===== src/hdl/dsft_pkg.sv =====
// ----------------------------------------------------------------------------
// dsft_pkg
// Shared constants, register indexes and status codes of the DShot transmitter.
// ----------------------------------------------------------------------------
package dsft_pkg;

    localparam int FRAME_SLOTS_DEF = 18;
    localparam int DATA_BITS       = 16;
    localparam int THR_W           = 11;
    localparam int TICK_W          = 16;
    localparam int CFG_W           = 16;
    localparam int CFG_ADDR_W      = 2;

    localparam logic [TICK_W-1:0] PERIOD_RST    = 16'd426;
    localparam logic [TICK_W-1:0] HIGH_ONE_RST  = 16'd320;
    localparam logic [TICK_W-1:0] HIGH_ZERO_RST = 16'd160;

    typedef enum logic [CFG_ADDR_W-1:0] {
        REG_PERIOD    = 2'd0,
        REG_HIGH_ONE  = 2'd1,
        REG_HIGH_ZERO = 2'd2,
        REG_TELEMETRY = 2'd3
    } cfg_reg_t;

    typedef enum logic [1:0] {
        ST_NONE     = 2'd0,
        ST_ACCEPTED = 2'd1,
        ST_REJECTED = 2'd2
    } send_status_t;

endpackage


===== src/hdl/dshot_frame_pulse_transmitter.sv =====
// ----------------------------------------------------------------------------
// dshot_frame_pulse_transmitter
// Each accepted item's result is registered in the output register.
// Throughput: one item per cycle; a single output register holds the result and
// the input is taken whenever that register is empty or being drained.
// Reset (synchronous, active low) restores the default timing registers and
// leaves the line idle with no frame in progress.
// ----------------------------------------------------------------------------
module dshot_frame_pulse_transmitter
    import dsft_pkg::*;
#(
    parameter int FRAME_SLOTS = FRAME_SLOTS_DEF
) (
    input  logic                  aclk,
    input  logic                  aresetn,
    input  logic                  cfg_we,
    input  logic [CFG_ADDR_W-1:0] cfg_addr,
    input  logic [CFG_W-1:0]      cfg_wdata,
    input  logic                  s_tvalid,
    output logic                  s_tready,
    input  logic [15:0]           s_tdata,   // [10:0] throttle
    input  logic                  s_tuser,   // [0] op (1 = send)
    output logic                  m_tvalid,
    input  logic                  m_tready,
    output logic [7:0]            m_tdata    // [0] line_level, [1] busy_res,
                                             // [3:2] send_status
);

    localparam int SLOT_W = $clog2(FRAME_SLOTS);
    localparam logic [SLOT_W-1:0] LAST_SLOT = SLOT_W'(FRAME_SLOTS - 1);
    localparam logic [SLOT_W-1:0] DATA_END  = SLOT_W'(DATA_BITS);

    logic [TICK_W-1:0]    period_reg, high_one_reg, high_zero_reg;
    logic                 telem_reg;

    logic [DATA_BITS-1:0] frame_reg, frame_next;
    logic [SLOT_W-1:0]    slot_reg, slot_next;
    logic [TICK_W-1:0]    tick_reg, tick_next;
    logic                 sending_reg, sending_next;

    logic                 out_valid_reg;
    logic [7:0]           out_data_reg;

    logic [DATA_BITS-1:0] new_frame;
    logic                 accept;
    logic                 level;
    logic                 busy;
    send_status_t         status;
    logic [TICK_W-1:0]    limit;

    dsft_frame_gen u_frame_gen (
        .throttle  (s_tdata[THR_W-1:0]),
        .telemetry (telem_reg),
        .frame     (new_frame)
    );

    assign s_tready = !out_valid_reg || m_tready;
    assign accept   = s_tvalid && s_tready;
    assign m_tvalid = out_valid_reg;
    assign m_tdata  = out_data_reg;

    always_ff @(posedge aclk) begin
        if (!aresetn) begin
            period_reg    <= PERIOD_RST;
            high_one_reg  <= HIGH_ONE_RST;
            high_zero_reg <= HIGH_ZERO_RST;
            telem_reg     <= 1'b0;
        end else if (cfg_we) begin
            case (cfg_reg_t'(cfg_addr))
                REG_PERIOD:    period_reg    <= cfg_wdata[TICK_W-1:0];
                REG_HIGH_ONE:  high_one_reg  <= cfg_wdata[TICK_W-1:0];
                REG_HIGH_ZERO: high_zero_reg <= cfg_wdata[TICK_W-1:0];
                REG_TELEMETRY: telem_reg     <= cfg_wdata[0];
                default: ;
            endcase
        end
    end

    always_comb begin
        frame_next   = frame_reg;
        slot_next    = slot_reg;
        tick_next    = tick_reg;
        sending_next = sending_reg;
        status       = ST_NONE;

        if (s_tuser) begin
            if (sending_reg) begin
                status = ST_REJECTED;
            end else begin
                frame_next   = new_frame;
                slot_next    = '0;
                tick_next    = '0;
                sending_next = 1'b1;
                status       = ST_ACCEPTED;
            end
        end else if (sending_reg) begin
            if (tick_reg >= period_reg) begin
                tick_next  = '0;
                frame_next = {frame_reg[DATA_BITS-2:0], 1'b0};
                if (slot_reg >= LAST_SLOT) begin
                    slot_next    = '0;
                    sending_next = 1'b0;
                end else begin
                    slot_next = slot_reg + SLOT_W'(1);
                end
            end else begin
                tick_next = tick_reg + TICK_W'(1);
            end
        end

        // A tick reports the state it runs in; a send reports the state it enters.
        if (s_tuser) begin
            limit = frame_next[DATA_BITS-1] ? high_one_reg : high_zero_reg;
            busy  = sending_next;
            level = sending_next && (slot_next < DATA_END) && (tick_next < limit);
        end else begin
            limit = frame_reg[DATA_BITS-1] ? high_one_reg : high_zero_reg;
            busy  = sending_reg;
            level = sending_reg && (slot_reg < DATA_END) && (tick_reg < limit);
        end
    end

    always_ff @(posedge aclk) begin
        if (!aresetn) begin
            frame_reg     <= '0;
            slot_reg      <= '0;
            tick_reg      <= '0;
            sending_reg   <= 1'b0;
            out_valid_reg <= 1'b0;
        end else begin
            if (accept) begin
                frame_reg     <= frame_next;
                slot_reg      <= slot_next;
                tick_reg      <= tick_next;
                sending_reg   <= sending_next;
                out_valid_reg <= 1'b1;
            end else if (m_tready) begin
                out_valid_reg <= 1'b0;
            end
        end
    end

    always_ff @(posedge aclk) begin
        if (accept) begin
            out_data_reg <= {4'b0000, status, busy, level};
        end
    end

endmodule


===== src/hdl/dsft_frame_gen.sv =====
// ----------------------------------------------------------------------------
// dsft_frame_gen
// Builds a 16-bit DShot frame: throttle, telemetry bit and nibble checksum.
// ----------------------------------------------------------------------------
module dsft_frame_gen
    import dsft_pkg::*;
(
    input  logic [THR_W-1:0]     throttle,
    input  logic                 telemetry,
    output logic [DATA_BITS-1:0] frame
);

    logic [11:0] word;
    logic [3:0]  csum;

    assign word  = {throttle, telemetry};
    assign csum  = word[3:0] ^ word[7:4] ^ word[11:8];
    assign frame = {word, csum};

endmodule


===== config.mk =====
export PLATFORM = sky130hd
export DESIGN_NAME = dshot_frame_pulse_transmitter
export DESIGN_NICKNAME = d
export VERILOG_FILES = /design/src/hdl/dsft_pkg.sv /design/src/hdl/dshot_frame_pulse_transmitter.sv /design/src/hdl/dsft_frame_gen.sv
export SDC_FILE = /design/constraint.sdc
export NUM_CORES = 1
export LEC_CHECK = 0
export ABC_CLOCK_PERIOD_IN_PS = 5570
export BUFFER_PORTS_ARGS = -buffer_cell sky130_fd_sc_hd__clkbuf_2
export CELL_PAD_IN_SITES_DETAIL_PLACEMENT = 1
export CELL_PAD_IN_SITES_GLOBAL_PLACEMENT = 1
export CORE_UTILIZATION = 46
export DETAILED_ROUTE_END_ITERATION = 7
export PLACE_DENSITY = 0.78
export SLEW_MARGIN = 10
export SYNTH_ARGS = -nofsm -noshare
export SYNTH_HDL_FRONTEND = slang
export SYNTH_SLANG_ARGS = --single-unit
export TNS_END_PERCENT = 10

===== constraint.sdc =====
create_clock -name aclk -period 5.57 [get_ports aclk]
set_clock_uncertainty 0.1 [all_clocks]
set_input_delay 0.557 -clock aclk [delete_from_list [all_inputs] [get_ports aclk]]
set_output_delay 0.557 -clock aclk [all_outputs]
set_load 0.02 [all_outputs]

==> key figures, run 1 <==
Pwr
  • Leakage: 2.60 nW
  • Maximum vdd drop: 0.130 mV
  • Total power: 1.55 mW
  • Pwr/cell area: 235 nW/um2

Global route
  • GRT Total Usage: approximately 27%
  • Total grt overflow: 0
  • Pin count of the biggest net entering global routing: 48
  • First-pass GRT wire length: 28,200 um
  • Vias in the first global route: approximately 5,700
  • Initial antenna violation count: 1

Clock network
  • CTS-repair resized insts: 0
  • Sink Count: 92
  • Clk buf depth: 2
  • Post CTS Setup Buffer Count: 0
  • Clk Latency, worst-skew pair: 360 ps
  • TritonCTS buffer count: 9
  • Clk pin slew, worst setup/hold paths: around 70 ps
  • CTS tree: built
  • H-tree depth: 3
  • Hold-fix buffers at CTS: 0
  • Root Buffer: clkbuf_16

Timing
  • Min Hold Slack: 349 ps
  • Post-route worst setup slack: roughly 770 ps
  • Setup TNS Final: 0 ps
  • RSZ-0062 raised after global routing: no
  • Slew at the pin closest to its max-slew limit: 1160 ps
  • Fmax: 0.208 GHz
  • Final setup viols: 0
  • Minimum clock period after layout: 4800 ps
  • Final Hold Vio Count: 0
  • Final Cycle Share: between 80% and 90%
  • Slew margin rel.: 22.4%
  • Slew Viols, Final: 0

Cells and area
  • Post-layout util: 52.3%
  • # nets final: 845
  • Share of layout cells above drive strength 1: a little under an eighth
  • N_diodes: 0
  • P&R area growth vs syn: 10.9%

Floorplanning
  • Io pins: 50
  • Die width: roughly 120 um
  • Die Y: roughly 120 um
  • Cell Rows: 41
  • Starting density of the core: between 40 and 50%
  • Die area: 13,400 um2
  • Area of the core: 12,600 um2

Logic synthesis
  • Avg Cell Area, Syn: 8.13 um2
  • Warnings, synthesis: 0
  • Top_reg_cell synth: dfxtp_1
  • Post-Syn Instances: 733
  • Post-synthesis sequential area ratio: between 30% and 40%
  • Yosys cell types: 65
  • Async set-reset flop share out of synthesis: 0%
  • Seq cells post-synth: 92
  • Number of synthesized flops with an enable pin: 4
  • Netlist area before placement: 5960 um2

Drt
  • Remaining DRCs: 0
  • Detailed Routing Iterations Pass 1: 4
  • Post-route ant nets: 0
  • Vias per cell: approximately 6
  • WL final: between 15,000 and 20,000 um
  • Via count: between 5,000 and 6,000
  • DR iter-0 viols: 236
  • Wirelength per Cell: 18.7 um

Hold path
  • Worst Hold Class: input pin to flip-flop

Setup path
  • Max stage delay on crit path: roughly 600 ps
  • Critical Path RT: 5650 ps
  • Crit-path cells: inv_1 > ha_1 > nand2b_1 > a2111oi_2 > o32ai_4 > nor2_2 > o21ai_1 > buf_4 > o31ai_1 > ha_1 > a21o_1 > a21o_1 > a21oi_1 > o21ai_0 > a21boi_0 > nand2_1 > o31ai_2
  • Worst Setup Start Kind: flip-flop
  • Crit path DAT: 4880 ps
  • Crit. End Element: flip-flop
  • Worst Path Max Fanout: 16
  • Kind of critical path: flip-flop to flip-flop
  • Critical path's slowest cell: a2111oi_2

Place
  • GPL Wtd Cong: 0.845
  • Port Buf Inserts: 40
  • Detail Placement HPWL: 12,500 um
  • Place WS: 807 ps

Outcome
  • Status: finished, final reports clean

Run
  • Max_cap viols: 0
## cells in the final DEF (no fill, tap or decap), types with 9 or more instances in the layout
cell / netlist / layout
nand3_1: 22 / 22
a21oi_1: 23 / 23
clkbuf_16: 0 / 9
clkbuf_2: 0 / 40
and2_1: 22 / 22
a22oi_1: 15 / 15
nor2_1: 21 / 21
o21ai_0: 45 / 44
nor3_1: 22 / 22
mux2i_1: 35 / 35
buf_4: 4 / 16
nand2_1: 134 / 134
ha_1: 49 / 49
dfxtp_1: 88 / 88
a21o_1: 9 / 9
inv_1: 30 / 30
a21boi_0: 48 / 48
o2bb2ai_1: 11 / 11
## path summary, 6_finish.rpt
kind	slack, ps	startpoint	end	depth (start not counted)
max	770	tick_reg[0]$_SDFFE_PN0P_	m_tdata[0]$_DFFE_PP_	17
min	350	s_tvalid	m_tvalid$_SDFFE_PN0P_	3
max reg2reg	770	tick_reg[0]$_SDFFE_PN0P_	m_tdata[0]$_DFFE_PP_	17
min reg2reg	370	period_reg[14]$_SDFFE_PN0P_	period_reg[14]$_SDFFE_PN0P_	2
## area by class of cell
type | instances | area [um2]
Inverter | 30 | 113
Timing Repair Buffer | 56 | 320
Tap cell | 172 | 215
Clock buffer | 9 | 225
Fill cell | 1545 | 6010
Multi-Input combinational cell | 567 | 3780
Sequential cell | 92 | 1880
Clock inverter | 7 | 75.1
## cells in the mapped netlist (all sizes together), types with 5 or more instances
cell type  number  share of area (%)
o21ai          47                3.9
nand4           8               0.84
nand3          22                1.8
o211ai          8                1.0
a21boi         49                6.2
o211a           5               0.84
xnor2           7                1.0
mux2i          35                5.9
and2           22                2.3
and3            5               0.52
o31ai           7               0.97
buf            13                1.3
o2bb2ai        11                1.6
clkbuf         34                2.1
ha             49                 10
inv            30                1.9
a21o            9                1.1
a21oi          25                2.2
dfxtp          88                 30
or3             5               0.52
nor2b           8               0.84
nand2         134                8.4
nor2           22                1.4
nor3           22                1.8
a22oi          15                1.9
## cell families (layout without fill, tap and decap cells)
group	after synthesis	after routing	synth area share, %
AOI/OAI and AO/OA	203	203	24.6
xor gates and xnor gates	8	8	1.18
adders and majority gates	49	49	10.3
buffers and inverters	77	102	5.33
DFF	92	92	31.6
muxes	35	35	5.88
other	1	4	0.0629
and+or+nand+nor	268	268	21.1
## metrics by stage
| stage | area (um2) | std cells |
|---|---|---|
| global route | 6610 | 933 |
| floorplan | 5970 | 736 |
| detailed placement | 6310 | 917 |
| global placement | 6310 | 917 |
| finish | 6610 | 933 |
| CTS | 6610 | 933 |
## per-layer routing
layer / global-route usage, % / part of all wire [%] / vias to the layer above
met5: 0 / 0.075 / -
met4: 11.5 / 2.4 / 2
met3: 3.40 / 2.9 / 31
met2: 50.0 / 51 / 99
met1: 32.3 / 44 / 2692
li1: - / - / 2662
## power by group
part           internal (mW)  switching, mW  total (mW)
sequential             0.685         0.0151       0.700
combinational         0.0816          0.133       0.215
clock                  0.352          0.287       0.638
## critical path, delay by kind of cell, from the launching register on
| family | cells | cell delay, ps |
|---|---|---|
| buffers and inverters | 2 | 380 |
| flip-flops | 1 | 490 |
| AND/OR/NAND/NOR | 3 | 630 |
| adder cells (fa/ha/maj) | 2 | 620 |
| AO/OA/AOI/OAI | 10 | 2420 |
No activity file was read; power rests on OpenSTA's default activity.
==> run 2, diff against run 1 <==
Settings changed: SYNTH_HIERARCHICAL set to 1.
==> run 2 against run 1 <==
Against the previous run: worst hold slack got worse by 9.1 ps; critical path depth grew 1; fmax up 1.8%; register-to-register slack gained 90 ps; clock power shrank 3.4%; clock-buffer cell count stayed put; area after synthesis is 1.5% higher; largest cell class unchanged; sequential power increased by 1%; flip-flop and latch count unchanged.
==> key figures, run 2 <==
Logic synthesis
  • Most common cell in the netlist: nand2_1 (unchanged)
  • Netlist area before placement: 6050 um2 (was 5960 um2)
  • Yosys top cell area share: 29.1% (was 29.6%)
  • Top_reg_cell synth: dfxtp_1 (unchanged)
  • Largest area contributor in the netlist: dfxtp_1 (unchanged)
  • Synth top area cells: dfxtp_1 29%, ha_1 10%, nand2_1 9.1% (was dfxtp_1 30%, ha_1 10%, nand2_1 8.4%)
  • Seq cells post-synth: 92 (unchanged)
  • Yosys cell types: 65 (unchanged)
  • Post-synthesis sequential area ratio: 31.1% (was 31.6%)
  • Number of synthesized flops with an enable pin: 4 (unchanged)
  • Avg Cell Area, Syn: 8.12 um2 (was 8.13 um2)
  • Warnings, synthesis: 6 (was 0)
  • Async set-reset flop share out of synthesis: 0% (unchanged)
  • Top post-synthesis cells by count: 146 x nand2_1, 88 x dfxtp_1, 49 x ha_1 (was 134 x nand2_1, 88 x dfxtp_1, 49 x ha_1)
  • Post-Syn Instances: 745 (was 733)

Global route
  • First-pass GRT wire length: 27,400 um (was 28,200 um)
  • Vias in the first global route: 5,368 (was 5,709)
  • Pin count of the biggest net entering global routing: 90 (was 48)
  • Initial antenna violation count: 0 (was 1)
  • Total grt overflow: 0 (unchanged)
  • GRT Total Usage: 26.4% (was 27.4%)

Run
  • Max_cap viols: 0 (unchanged)

Drt
  • WL final: 16,700 um (was 17,400 um)
  • Via count: 5,280 (was 5,486)
  • Post-route ant nets: 0 (unchanged)
  • Vias per cell: 5.65 (was 5.88)
  • Detailed Routing Iterations Pass 1: 4 (unchanged)
  • DR iter-0 viols: 294 (was 236)
  • Remaining DRCs: 0 (unchanged)
  • Wirelength per Cell: 17.9 um (was 18.7 um)

Outcome
  • Status: finished, final reports clean (unchanged)

Timing
  • RSZ-0062 raised after global routing: no (unchanged)
  • Fmax: 0.212 GHz (was 0.208 GHz)
  • Final setup viols: 0 (unchanged)
  • Final Cycle Share: 84.6% (was 86.2%)
  • Setup TNS Final: 0 ps (unchanged)
  • Slew margin rel.: 42.4% (was 22.4%)
  • Slew Viols, Final: 0 (unchanged)
  • Slew at the pin closest to its max-slew limit: 861 ps (was 1160 ps)
  • Post-route worst setup slack: 856 ps (was 770 ps)
  • Final Hold Vio Count: 0 (unchanged)
  • Minimum clock period after layout: 4710 ps (was 4800 ps)

Clock network
  • CTS-repair resized insts: 0 (unchanged)
  • Post CTS Setup Buffer Count: 0 (unchanged)
  • H-tree depth: 3 (unchanged)
  • Clk Latency, worst-skew pair: 360 ps (about the same)
  • TritonCTS buffer count: 9 (unchanged)
  • Clk buf depth: 2 (unchanged)
  • Root Buffer: clkbuf_16 (unchanged)
  • Clk pin slew, worst setup/hold paths: 70 ps (about the same)
  • Sink Count: 92 (unchanged)
  • CTS tree: built (unchanged)
  • Hold-fix buffers at CTS: 0 (unchanged)

Pwr
  • Comb power frac: 15.7% (was 13.8%)
  • Total power: 1.57 mW (was 1.55 mW)
  • Internal Power: 1.10 mW (was 1.12 mW)
  • Pwr/cell area: 238 nW/um2 (was 235 nW/um2)
  • Clock power share: 39.2% (was 41.1%)
  • P_sw: 0.469 mW (was 0.435 mW)
  • Switching share of power: 29.8% (was 28.0%)
  • Maximum vdd drop: 0.222 mV (was 0.130 mV)
  • Sequential share of power: 45.1% (about the same)
  • Leakage: 2.60 nW (about the same)

Floorplanning
  • Die Y: 117 um (was 116 um)
  • Die width: 117 um (was 116 um)
  • Io pins: 50 (unchanged)
  • Area of the core: 12,700 um2 (was 12,600 um2)
  • Die area: 13,600 um2 (was 13,400 um2)
  • Starting density of the core: 47.5% (was 47.2%)
  • Cell Rows: 41 (unchanged)

Setup path
  • Worst Path Max Fanout: 11 (was 16)
  • Worst Setup Start Kind: flip-flop (unchanged)
  • Critical path's slowest cell: dfxtp_1 (was a2111oi_2)
  • Crit path DAT: 4800 ps (was 4880 ps)
  • Crit. End Element: flip-flop (unchanged)
  • Critical Path RT: 5650 ps (about the same)
  • Worst-case reg-to-reg path depth: 18 (was 17)
  • Kind of critical path: flip-flop to flip-flop (unchanged)
  • Max stage delay on crit path: 490 ps (was 600 ps)
  • Crit-path cells: inv_1 > ha_1 > nand2b_4 > a2111o_1 > a311oi_4 > a21oi_2 > mux2i_1 > a21oi_4 > mux2i_1 > ha_1 > o21ai_0 > nor2_1 > nor3_1 > nor2_1 > nor3_1 > o2111a_1 > nand2_1 > o21ai_1 (was inv_1 > ha_1 > nand2b_1 > a2111oi_2 > o32ai_4 > nor2_2 > o21ai_1 > buf_4 > o31ai_1 > ha_1 > a21o_1 > a21o_1 > a21oi_1 > o21ai_0 > a21boi_0 > nand2_1 > o31ai_2)

Cells and area
  • Commonest non-fill, non-tap cell in the layout: nand2_1 (unchanged)
  • Share of layout cells above drive strength 1: 12.7% (was 11.6%)
  • N_diodes: 0 (unchanged)
  • P&R area growth vs syn: 8.92% (was 10.9%)
  • # nets final: 846 (was 845)
  • Most frequent cells in the layout: 146 x nand2_1, 88 x dfxtp_1, 49 x ha_1 (was 134 x nand2_1, 88 x dfxtp_1, 49 x ha_1)

Place
  • Place WS: 867 ps (was 807 ps)
  • Detail Placement HPWL: 12,400 um (was 12,500 um)
  • GPL Wtd Cong: 0.873 (was 0.845)
  • Port Buf Inserts: 40 (unchanged)

Hold path
  • Worst Hold Class: input pin to flip-flop (unchanged)
  • WHS Path Cells: 3 (unchanged)
-- run 2: logic make-up (layout without fill, tap and decap cells) --
group                      after synthesis  in the layout  synth area share [%]
DFF                                     92             92                  31.1
adders and majority gates               49             49                  10.1
muxes                                   37             37                  6.12
and+or+nand+nor                        291            291                  22.7
AOI/OAI and AO/OA                      188            188                  21.4
buffers and inverters                   81             95                  6.60
xor gates and xnor gates                 6              6                  1.86
other                                    1              4                0.0620
-- run 2: routing by layer --
layer	track usage, %	share of wire, %	vias up
met2	44.5	49	84
met5	0	0	-
met1	34.4	46	2565
met4	8.19	1.8	0
li1	-	-	2610
met3	4.67	4.0	21
-- run 2: worst paths after layout --
check                                           startpoint                          to  slack (ps)
worst min register to register  period_reg[2]$_SDFFE_PN0P_  period_reg[2]$_SDFFE_PN0P_         370
worst max-delay path              tick_reg[0]$_SDFFE_PN0P_        m_tdata[0]$_DFFE_PP_         860
worst min-delay path                              s_tvalid       m_tvalid$_SDFFE_PN0P_         340
worst max register to register    tick_reg[0]$_SDFFE_PN0P_        m_tdata[0]$_DFFE_PP_         860
-- run 2: stage by stage --
stage          hold WS (ps)  cell area, um2  util, %  std cells
6_report                340            6590     51.8        934
5_1_grt                 352            6590     51.8        934
4_1_cts                 332            6590     51.8        934
3_5_place_dp            368            6290     49.5        918
3_3_place_gp            354            6290     49.5        918
2_1_floorplan           343            6060        -        748
-- run 2: power by group through the flow --
stage | Combinational [mW] | Clock (mW) | Sequential (mW)
2_1_floorplan | 0.184 | 0 | 0.718
3_3_place_gp | 0.234 | 0 | 0.722
3_5_place_dp | 0.246 | 0 | 0.723
4_1_cts | 0.248 | 0.630 | 0.708
5_1_grt | 0.275 | 0.653 | 0.711
6_report | 0.247 | 0.616 | 0.708
-- run 2: cell type report --
| type | instances | area (um2) |
|---|---|---|
| clock inverter | 7 | 67.6 |
| clock buffer | 9 | 225 |
| timing repair buffer | 58 | 335 |
| tap | 172 | 215 |
| multi-input combinational | 575 | 3780 |
| inverter | 21 | 78.8 |
| fill | 1598 | 6140 |
| sequential | 92 | 1880 |
-- run 2: critical path, delay by kind of cell, from the launching register on --
family,cells,cell delay [ps]
buf+inv,1,110
mux,2,560
simple gates,6,620
flops,1,490
compound gates,7,2040
fa+ha+maj,2,600
==> run 3, diff against run 2 <==
Settings changed: ABC_CLOCK_PERIOD_IN_PS 5570 to 4350.
Clock period 5.57 ns to 4.35 ns, I/O delays scaled along.
==> run 3 against run 2 <==
Against the previous run: first-iteration DRC count rose by 2.4%; cell area rose by 4.4%; non-clock buffer count rose by 25; clock-buffer cell count rose by 2; wire length rose by 8.7%; flip-flop and latch count did not move; critical endpoint unchanged.
==> key figures, run 3 (synthesized netlist as in run 2, its figures left out) <==
Outcome
  • Status: finished, final reports clean (unchanged)

Global route
  • Initial antenna violation count: 0 (unchanged)
  • GRT Total Usage: 27.3% (was 26.4%)
  • First-pass GRT wire length: 28,100 um (was 27,400 um)
  • Total grt overflow: 0 (unchanged)
  • Vias in the first global route: 5,455 (was 5,368)
  • Pin count of the biggest net entering global routing: 57 (was 90)

Floorplanning
  • Starting density of the core: 47.5% (unchanged)
  • Die Y: 117 um (unchanged)
  • Io pins: 50 (unchanged)
  • Die area: 13,600 um2 (unchanged)
  • Die width: 117 um (unchanged)
  • Area of the core: 12,700 um2 (unchanged)
  • Cell Rows: 41 (unchanged)

Pwr
  • Internal Power: 1.45 mW (was 1.10 mW)
  • Total power: 2.05 mW (was 1.57 mW)
  • P_sw: 0.596 mW (was 0.469 mW)
  • Comb power frac: 18.2% (was 15.7%)
  • Leakage: 2.76 nW (was 2.60 nW)
  • Switching share of power: 29.1% (was 29.8%)
  • Pwr/cell area: 298 nW/um2 (was 238 nW/um2)
  • Clock power share: 37.8% (was 39.2%)
  • Maximum vdd drop: 0.192 mV (was 0.222 mV)
  • Sequential share of power: 44.1% (was 45.1%)

Timing
  • Post-route worst setup slack: 29.3 ps (was 856 ps)
  • Slew at the pin closest to its max-slew limit: 1210 ps (was 861 ps)
  • Final setup viols: 0 (unchanged)
  • Min Hold Slack: 231 ps (was 340 ps)
  • Final Cycle Share: 99.3% (was 84.6%)
  • Final Hold Vio Count: 0 (unchanged)
  • Fmax: 0.231 GHz (was 0.212 GHz)
  • Slew Viols, Final: 0 (unchanged)
  • Slew margin rel.: 18.8% (was 42.4%)
  • Minimum clock period after layout: 4320 ps (was 4710 ps)
  • Setup TNS Final: 0 ps (unchanged)

Cells and area
  • Fin area: 6870 um2 (was 6590 um2)
  • N_diodes: 0 (unchanged)
  • Share of layout cells above drive strength 1: 17.5% (was 12.7%)
  • # nets final: 871 (was 846)
  • Most frequent cells in the layout: 146 x nand2_1, 87 x dfxtp_1, 49 x ha_1 (was 146 x nand2_1, 88 x dfxtp_1, 49 x ha_1)
  • P&R area growth vs syn: 13.7% (was 8.92%)
  • Commonest non-fill, non-tap cell in the layout: nand2_1 (unchanged)

Drt
  • DR iter-0 viols: 301 (was 294)
  • Via count: 5,458 (was 5,280)
  • Vias per cell: 5.70 (was 5.65)
  • Post-route ant nets: 0 (unchanged)
  • Detailed Routing Iterations Pass 1: 5 (was 4)
  • Remaining DRCs: 0 (unchanged)
  • WL final: 18,200 um (was 16,700 um)
  • Wirelength per Cell: 19.0 um (was 17.9 um)

Setup path
  • Worst r2r dst: m_tdata[0]$_DFFE_PP_ (unchanged)
  • CP Depth: 19 (was 18)
  • Max stage delay on crit path: 400 ps (was 490 ps)
  • Delay-heaviest family, CP: compound AO/OA/AOI/OAI gates (unchanged)
  • Crit. End Element: flip-flop (unchanged)
  • Kind of critical path: flip-flop to flip-flop (unchanged)
  • Critical path's slowest cell: a2111o_1 (was dfxtp_1)
  • CP Buf/Inv Count: 4 (was 1)
  • Crit path DAT: 4320 ps (was 4800 ps)
  • Worst Path Max Fanout: 6 (was 11)
  • Launch point of the critical path: tick_reg[0]$_SDFFE_PN0P_ (unchanged)
  • Worst-case reg-to-reg path depth: 19 (was 18)
  • Critical Path Sink: m_tdata[0]$_DFFE_PP_ (unchanged)
  • R2R setup slack: 30 ps (was 860 ps)
  • Critical Path RT: 4350 ps (was 5650 ps)
  • Worst Setup Start Kind: flip-flop (unchanged)
  • Crit-path cells: inv_1 > ha_1 > nand2b_4 > a2111o_1 > a311oi_4 > a21oi_2 > mux2i_2 > a21oi_4 > buf_12 > clkbuf_4 > buf_4 > mux2i_2 > ha_1 > nand4_1 > o22ai_2 > o21ai_1 > o2111a_1 > a32oi_1 > o21ai_2 (was inv_1 > ha_1 > nand2b_4 > a2111o_1 > a311oi_4 > a21oi_2 > mux2i_1 > a21oi_4 > mux2i_1 > ha_1 > o21ai_0 > nor2_1 > nor3_1 > nor2_1 > nor3_1 > o2111a_1 > nand2_1 > o21ai_1)
  • Reg2reg start: tick_reg[0]$_SDFFE_PN0P_ (unchanged)

Run
  • Max_cap viols: 0 (unchanged)

Place
  • Placed cell area: 6410 um2 (was 6290 um2)
  • GPL Wtd Cong: 0.876 (was 0.873)
  • Place WS: -2.70 ps (was 867 ps)
  • Detail Placement HPWL: 13,100 um (was 12,400 um)
  • Port Buf Inserts: 40 (unchanged)

Hold path
  • Worst Hold Class: input pin to flip-flop (unchanged)
  • Worst Hold Launch: cfg_wdata[4] (was s_tvalid)

Clock network
  • TritonCTS buffer count: 9 (unchanged)
  • H-tree depth: 3 (unchanged)
  • Clk Latency, worst-skew pair: 360 ps (about the same)
  • CTS tree: built (unchanged)
  • Clk buf depth: 2 (unchanged)
  • Clk pin slew, worst setup/hold paths: 70 ps (about the same)
  • Sink Count: 92 (unchanged)
  • Hold-fix buffers at CTS: 0 (unchanged)
  • Root Buffer: clkbuf_16 (unchanged)
run 3: changes by cell type in the layout (fill, tap and decap cells not counted), moves of 3 or more:
cell / before / now
buf_4: 18 / 38
mux2i_1: 37 / 31
mux2i_2: 0 / 6
o21ai_0: 25 / 22
o21ai_2: 1 / 4
run 3: power groups by stage:
stage               registers [mW]  logic (mW)  clock network [mW]
floorplan                    0.919       0.235                   0
global placement             0.919       0.319                   0
detailed placement           0.921       0.334                   0
CTS                          0.902       0.338               0.777
global route                 0.906       0.406               0.810
finish                       0.903       0.372               0.774
run 3: stage by stage:
| step | cells | utilization [%] |
|---|---|---|
| after global routing | 957 | 54.0 |
| after CTS | 947 | 52.5 |
| final | 957 | 54.0 |
| after detailed placement | 933 | 50.4 |
| after global placement | 933 | 50.4 |
| after floorplan | 748 | - |
run 3: per-layer routing:
metal / part of all wire (%) / wire [um] / track usage, %
met1: 47 / 8620 / 36.6
met5: 0 / 0 / 0
met3: 3.3 / 597 / 3.06
met4: 1.8 / 335 / 9.28
met2: 48 / 8650 / 45.5
run 3: how the worst min path moves through the flow:
stage          depth (start not counted)                             to
6_report                               3  high_zero_reg[4]$_SDFFE_PN0P_
2_1_floorplan                          2    period_reg[10]$_SDFFE_PN0P_
3_3_place_gp                           2     period_reg[6]$_SDFFE_PN0P_
5_1_grt                                3  high_zero_reg[5]$_SDFFE_PN1P_
4_1_cts                                3     period_reg[4]$_SDFFE_PN0P_
3_5_place_dp                           2    period_reg[14]$_SDFFE_PN0P_
run 3: cell type report:
class,instances,area (um2)
clock buffer,11,253
clock inverter,3,21.3
fill,1611,5850
inverter,21,78.8
multi-input combinational,575,3870
sequential,92,1880
tap,172,215
timing repair buffer,83,556
run 3: what timing repair did:
item	in CTS	in global routing
buffers inserted	0	10
endpoints found under the setup margin	1	1
pin swaps	0	15
resized for setup	1	24
run 3: tightest hold or removal path: stages:
cell	delay [ps]
clkbuf_2	100
nand2_1	50
a21boi_0	60
